==> config.mk <==
export PLATFORM = sky130hd
export DESIGN_NAME = pse_ram
export DESIGN_NICKNAME = d
export VERILOG_FILES = /design/src/rtl/prime_sieve_enumerator_defines.svh /design/src/rtl/pse_ram.sv
export SDC_FILE = /design/constraint.sdc
export NUM_CORES = 1
export LEC_CHECK = 0
export BUFFER_PORTS_ARGS = -buffer_cell sky130_fd_sc_hd__clkbuf_2
export CAP_MARGIN = 10
export CORE_UTILIZATION = 55
export DETAILED_ROUTE_END_ITERATION = 10
export HOLD_SLACK_MARGIN = 0.02
export PLACE_DENSITY = 0.71
export SYNTH_ARGS = -nofsm -noshare
export SYNTH_HDL_FRONTEND = slang
export SYNTH_SLANG_ARGS = --single-unit
==> constraint.sdc <==
create_clock -name i_clk -period 7 [get_ports i_clk]
set_input_delay 0.7 -clock i_clk [delete_from_list [all_inputs] [get_ports i_clk]]
set_output_delay 0.7 -clock i_clk [all_outputs]
set_load 0.01 [all_outputs]
==> src/rtl/prime_sieve_enumerator_defines.svh <==
// Assertion helpers for the sieve RTL
`ifndef PRIME_SIEVE_ENUMERATOR_DEFINES_SVH
`define PRIME_SIEVE_ENUMERATOR_DEFINES_SVH

// same-cycle implication, checked out of reset
`define PSE_ASSERT_NOW(lbl, ante, cons) \
    lbl: assert property (@(posedge i_clk) disable iff (!i_rst_n) (ante) |-> (cons)) \
        else $error("pse check failed");

// next-cycle implication, checked out of reset
`define PSE_ASSERT_NEXT(lbl, ante, cons) \
    lbl: assert property (@(posedge i_clk) disable iff (!i_rst_n) (ante) |=> (cons)) \
        else $error("pse check failed");

`endif

==> src/rtl/pse_ram.sv <==
`default_nettype none

module pse_ram #(
    parameter int WIDTH = 1,
    parameter int DEPTH = 1024
) (
    input  wire logic                     i_clk,
    input  wire logic                     i_we,
    input  wire logic [$clog2(DEPTH)-1:0] i_waddr,
    input  wire logic [WIDTH-1:0]         i_wdata,
    input  wire logic [$clog2(DEPTH)-1:0] i_raddr,
    output logic      [WIDTH-1:0]         o_rdata
);

    logic [WIDTH-1:0] r_mem [DEPTH];
    logic [WIDTH-1:0] r_rdata;

    always_ff @(posedge i_clk) begin
        if (i_we) begin
            r_mem[i_waddr] <= i_wdata;
        end
        r_rdata <= r_mem[i_raddr];
    end

    assign o_rdata = r_rdata;

endmodule

`default_nettype wire

==> results of run 1 <==
## sequential cells by signal, summed over array words and instances (netlist names)
signal / flops
o_rdata: 1
r_mem: 1024
## kinds of logic after synthesis
logic type             after synthesis  synth area share
AO/OA/AOI/OAI                      178            0.0283
buffers and inverters              309            0.0330
flip-flops                        1025             0.689
multiplexers                       340             0.137
AND/OR/NAND/NOR                   1260             0.112
## final cells by class
| type | count | area (um^2) |
|---|---|---|
| clock buffer | 125 | 2680 |
| tap | 1060 | 1330 |
| inverter | 6 | 22.5 |
| sequential | 1025 | 30800 |
| clock inverter | 66 | 553 |
| multi-input combinational | 1778 | 12600 |
| antenna | 4 | 10.0 |
| timing repair buffer | 82 | 663 |
| fill | 5955 | 31800 |
## power by group through the flow
stage	clock (uW)	sequential, uW	combinational (uW)
floorplan	0	6890	391
global placement	0	6890	629
detailed placement	0	6890	644
CTS	5350	6760	646
global route	5570	6760	684
finish	5310	6760	655
## per-layer routing
metal	routed length [um]	vias to the layer above
met4	5700	4
met2	58100	1682
met1	42800	13900
li1	-	11300
met5	23	-
met3	13700	337
## path summary, 6_finish.rpt
check | from | end | slack, ps | depth (start not counted)
worst max-delay path | i_raddr[1] | o_rdata | 3110 | 10
worst min register to register | r_mem[226] | o_rdata | 1190 | 5
worst max register to register | r_mem[437] | o_rdata | 4130 | 7
worst min-delay path | i_raddr[6] | o_rdata | 500 | 2
## worst max-delay path, stage by stage
cell       delay, ps
buf_8            430
buf_4            830
mux4_2           610
nor2_1           100
a21oi_1           50
a311o_1          380
a311oi_1         540
nor3_1           160
nor4_1           360
o2111ai_1        170
## layout by cell type (no fill, tap or decap), types with 17 or more instances in the layout
| master | instances |
|---|---|
| nor2_1 | 1036 |
| edfxtp_1 | 1024 |
| mux4_2 | 200 |
| mux2i_1 | 123 |
| clkbuf_16 | 104 |
| nand2_1 | 80 |
| buf_4 | 53 |
| o221ai_1 | 49 |
| nor3_1 | 37 |
| a21oi_1 | 37 |
| clkinv_1 | 32 |
| o22ai_1 | 28 |
| clkbuf_1 | 21 |
| clkbuf_2 | 20 |
| a22oi_1 | 17 |
## per-stage QoR
stage / hold WS [ps] / area, um^2
3_5_place_dp: 1150 / 45400
5_1_grt: 528 / 48600
6_report: 500 / 48600
4_1_cts: 444 / 48600
2_1_floorplan: 799 / 44700
3_3_place_gp: 1140 / 45400
==> flow_metrics.tcl, run 1 <==
set metrics [dict create \
    async_flop_share 0 \
    fin_util 0.605 \
    first_pass_iters 5 \
    drive_gt1_frac 0.150 \
    use_met3 0.0630 \
    die_height_um 287 \
    htree_levels 3 \
    post_synth.cell_area_avg_um2 14.3 \
    intPower_uw 9950 \
    ctsResizeCount 0 \
    die-area_mm2 0.0823 \
    fin_crit_sh 0.555 \
    setup_tns_ps 0 \
    p_leak_uw 0.0144 \
    gr-total-overflow 0 \
    crit_required_ps 7530 \
    syn_area_mm2 0.0447 \
    crit_fanout 61 \
    tritoncts "done" \
    synthTopCellsByCount "nor2_1, edfxtp_1, mux4_2" \
    die_w_um 287 \
    grt_pass1_vias 26600 \
    comb_power_share 0.051 \
    p_sw_uw 2770 \
    finClkSkew_ps 17.6 \
    cts_setup_buffers 0 \
    fmax_mhz 257 \
    power.share.clock 0.417 \
    drt_iter0_markers 3740 \
    start_util 0.555 \
    yosysSeqAreaShare 0.689 \
    powerDensity_mw_per_mm2 261 \
    setup_viol 0 \
    grt_pass1_wl_um 173000 \
    synth_seq_cells 1025 \
    coreArea_mm2 0.0804 \
    synth-edff-count 1024 \
    status "finished, final reports clean" \
    yosysTopAreaCell "edfxtp_1" \
    relSlewSlack 0.131 \
    cts_root_buf "clkbuf_16" \
    track_usage 0.294 \
    p_seq_frac 0.531 \
    synth_nets 3135 \
    numCtsBuffers 102 \
    rsz0062_at_grt "no" \
    synthToLayoutAreaGrowth_pct 8.94 \
    hp-class "in -> reg" \
    final_cells 4146 \
    drc 0 \
    hold_buffers 0 \
    critPathCaptureType "flip-flop" \
    drv_cap 0 \
    post-place-ws_ps 2500 \
    nNetsFinal 3018 \
    synthCells 3112 \
    path_class "in -> reg" \
    port_buffers 23 \
    maxSlewViolCount 0 \
    fin_ws_ps 3110 \
    worstSkewPairLatency_ps 670 \
    grt_start_max_net_pins 313 \
    critPathLaunchType "input port" \
    ys_types 56 \
    viasPerCell 6.56 \
    yosysMostFrequentCell "nor2_1" \
    hold_violations 0 \
    wirelength_um 120000 \
    antenna_found_initial 5 \
    clock_sink_count 1025 \
    grtUsageMet2 0.477 \
    io_pins 24 \
    synth_ff_type "edfxtp_1" \
    yosys_warnings 0 \
    rows 104 \
    numPlacedInstances 3951 \
    use_met1 0.381 \
    antenna_left 0 \
    irDropWorstVdd_mv 0.232 \
    busiest_layer "met2" \
    path_clk_slew_ps 60 \
    synthTopCellsByArea "edfxtp_1, mux4_2, nor2_1" \
    clockBufferDepth 3 \
    swShare 0.218 \
    vias 27200 \
    finalWorstPathRequiredPeriod_ps 3890 \
    cp.arrival_ps 4420 \
    hpwl_um 61100 \
    routabilityCongestion 0.831 \
    synth_top_area_share 0.689 \
    wl_per_cell_um 29.0 \
    power_uw 12700 \
    worstMarginPinSlew_ps 1300 \
]
(Power assumes the default switching activity.)
==> run 2: changes to the inputs <==
==> constraint.sdc (replaced) <==
create_clock -name i_clk -period 3.9 [get_ports i_clk]
set_input_delay 0.39 -clock i_clk [delete_from_list [all_inputs] [get_ports i_clk]]
set_output_delay 0.39 -clock i_clk [all_outputs]
set_load 0.01 [all_outputs]
==> run 2 against run 1 <==
Compared with the run above:
- final cell count up 2.1%
- register-to-register slack got worse by 2900 ps
- worst hold slack got worse by 390 ps
- setup slack lost 2100 ps
- routed wire length is 2.4% higher
- non-clock buffer count grew 92
- largest power group unchanged
- clock-buffer cell count up 1
- via count up 2.3%
- sequential power rose by 79%
- power up 81%
==> flow_metrics.tcl, run 2 (synthesized netlist as in run 1, its figures left out) <==
set metrics [dict create \
    status "finished, final reports clean" \
    drv_cap 0 \
    drc 0 \
    maxSlewViolCount 0 \
    tritoncts "done" \
    critPathLaunchType "input port" \
    path_class "in -> reg" \
    port_buffers 23 \
    multi_input_area_mm2 0.0126 \
    routabilityCongestion 0.826 \
    first_pass_iters 6 \
    fin_util 0.616 \
    grt_pass1_wl_um 177000 \
    regArea_mm2 0.0308 \
    viasPerCell 6.57 \
    power_uw 23100 \
    htree_levels 3 \
    hpwl_um 68100 \
    clock_sink_count 1025 \
    gr-total-overflow 0 \
    irDropWorstVdd_mv 0.378 \
    finClkSkew_ps 20.8 \
    finalHoldWorstSlack_ps 108 \
    hp-class "in -> reg" \
    vias 27800 \
    relSlewSlack 0.209 \
    layout_common_cells "nor2_1, edfxtp_1, mux4_2" \
    powerDensity_mw_per_mm2 466 \
    hold_violations 0 \
    reg2reg_depth 7 \
    drt_iter0_markers 4129 \
    largest_reg_flops 1024 \
    rows 104 \
    p_leak_uw 0.0149 \
    fin_crit_sh 0.740 \
    wl_per_cell_um 29.1 \
    setup_tns_ps 0 \
    wirelength_um 123000 \
    critPathCaptureType "flip-flop" \
    antenna_found_initial 5 \
    hold_depth 2 \
    track_usage 0.299 \
    hold_buffers 0 \
    finalWorstPathRequiredPeriod_ps 2890 \
    mostFrequentLayoutCell "nor2_1" \
    r2r_setup_slack_ps 1190 \
    path_clk_slew_ps 60 \
    coreArea_mm2 0.0804 \
    setup_viol 0 \
    ctsResizeCount 0 \
    nNetsFinal 3111 \
    grt_start_max_net_pins 161 \
    clockBufferDepth 3 \
    rsz0062_at_grt "no" \
    min_from "i_raddr[6]" \
    cts_root_buf "clkbuf_16" \
    numPlacedInstances 4043 \
    worstSkewPairLatency_ps 670 \
    cp.arrival_ps 3430 \
    crit_fanout 62 \
    cts_setup_buffers 0 \
    top_register "r_mem" \
    worstMarginPinSlew_ps 1180 \
    rr_endpoint "o_rdata" \
    crit_required_ps 4440 \
    whs_endpoint "o_rdata" \
    antenna_left 0 \
    die-area_mm2 0.0823 \
    io_pins 24 \
    die_height_um 287 \
    die_w_um 287 \
    r2r-start "r_mem[437]" \
    fillers 5878 \
    drive_gt1_frac 0.177 \
    synthToLayoutAreaGrowth_pct 10.9 \
    numCtsBuffers 103 \
    final_cells 4235 \
    fmax_mhz 346 \
    grt_pass1_vias 27200 \
    start_util 0.555 \
]
run 2: cell count changes in the layout (fill, tap and decap cells not counted):
cell	before	now
diode_2	4	3
buf_4	53	128
nor3b_2	2	1
nand3_4	8	0
clkinv_2	16	22
buf_12	6	23
clkinv_8	2	0
nor3b_1	6	7
clkinv_1	32	21
inv_6	1	4
clkbuf_1	21	22
bufinv_16	7	9
nand3_2	16	24
clkinv_4	2	1
run 2: through the flow:
stage / worst slack, ps / area, um^2
after detailed placement: 348 / 46200
after global routing: 827 / 49500
final: 1010 / 49500
after global placement: 338 / 46200
after floorplan: 1240 / 44700
after CTS: 1040 / 49500
run 2: how the worst max path moves through the flow:
stage	end	slack (ps)	cells after the start	from
final	o_rdata	1010	8	i_raddr[0]
after global routing	o_rdata	830	8	i_raddr[0]
after CTS	o_rdata	1040	8	i_raddr[0]
after detailed placement	o_rdata	350	8	i_raddr[0]
after global placement	o_rdata	340	8	i_raddr[0]
after floorplan	o_rdata	1240	10	i_raddr[0]
run 2: final cells by class:
| class | count | share of cell area |
|---|---|---|
| inverter | 6 | 0.000455 |
| clock inverter | 63 | 0.0118 |
| tap | 1060 | 0.0268 |
| antenna | 3 | 0.000152 |
| timing repair buffer | 174 | 0.0316 |
| clock buffer | 126 | 0.0542 |
| multi-input combinational | 1778 | 0.254 |
| sequential | 1025 | 0.621 |
run 2: report_power, final:
group / total [uW] / switching, uW / internal (uW) / leakage, uW
logic: 1260 / 823 / 434 / 0.00412
registers: 12100 / 3.58 / 12100 / 0.00921
clock network: 9680 / 4180 / 5500 / 0.00160
run 2: layer usage:
layer | GRT usage | vias to the layer above | wire length [um]
met5 | 0 | - | 26
met3 | 0.0656 | 306 | 14900
met2 | 0.473 | 1833 | 58600
met4 | 0.127 | 4 | 5020
met1 | 0.403 | 14200 | 44700
li1 | - | 11500 | -
run 2: worst max-delay path: stages:
cell       delay, ps
buf_8            480
mux4_1           650
mux4_2           470
nand2b_1         170
a311oi_1         470
nor3_1           140
nor4_1           330
o2111ai_1        130
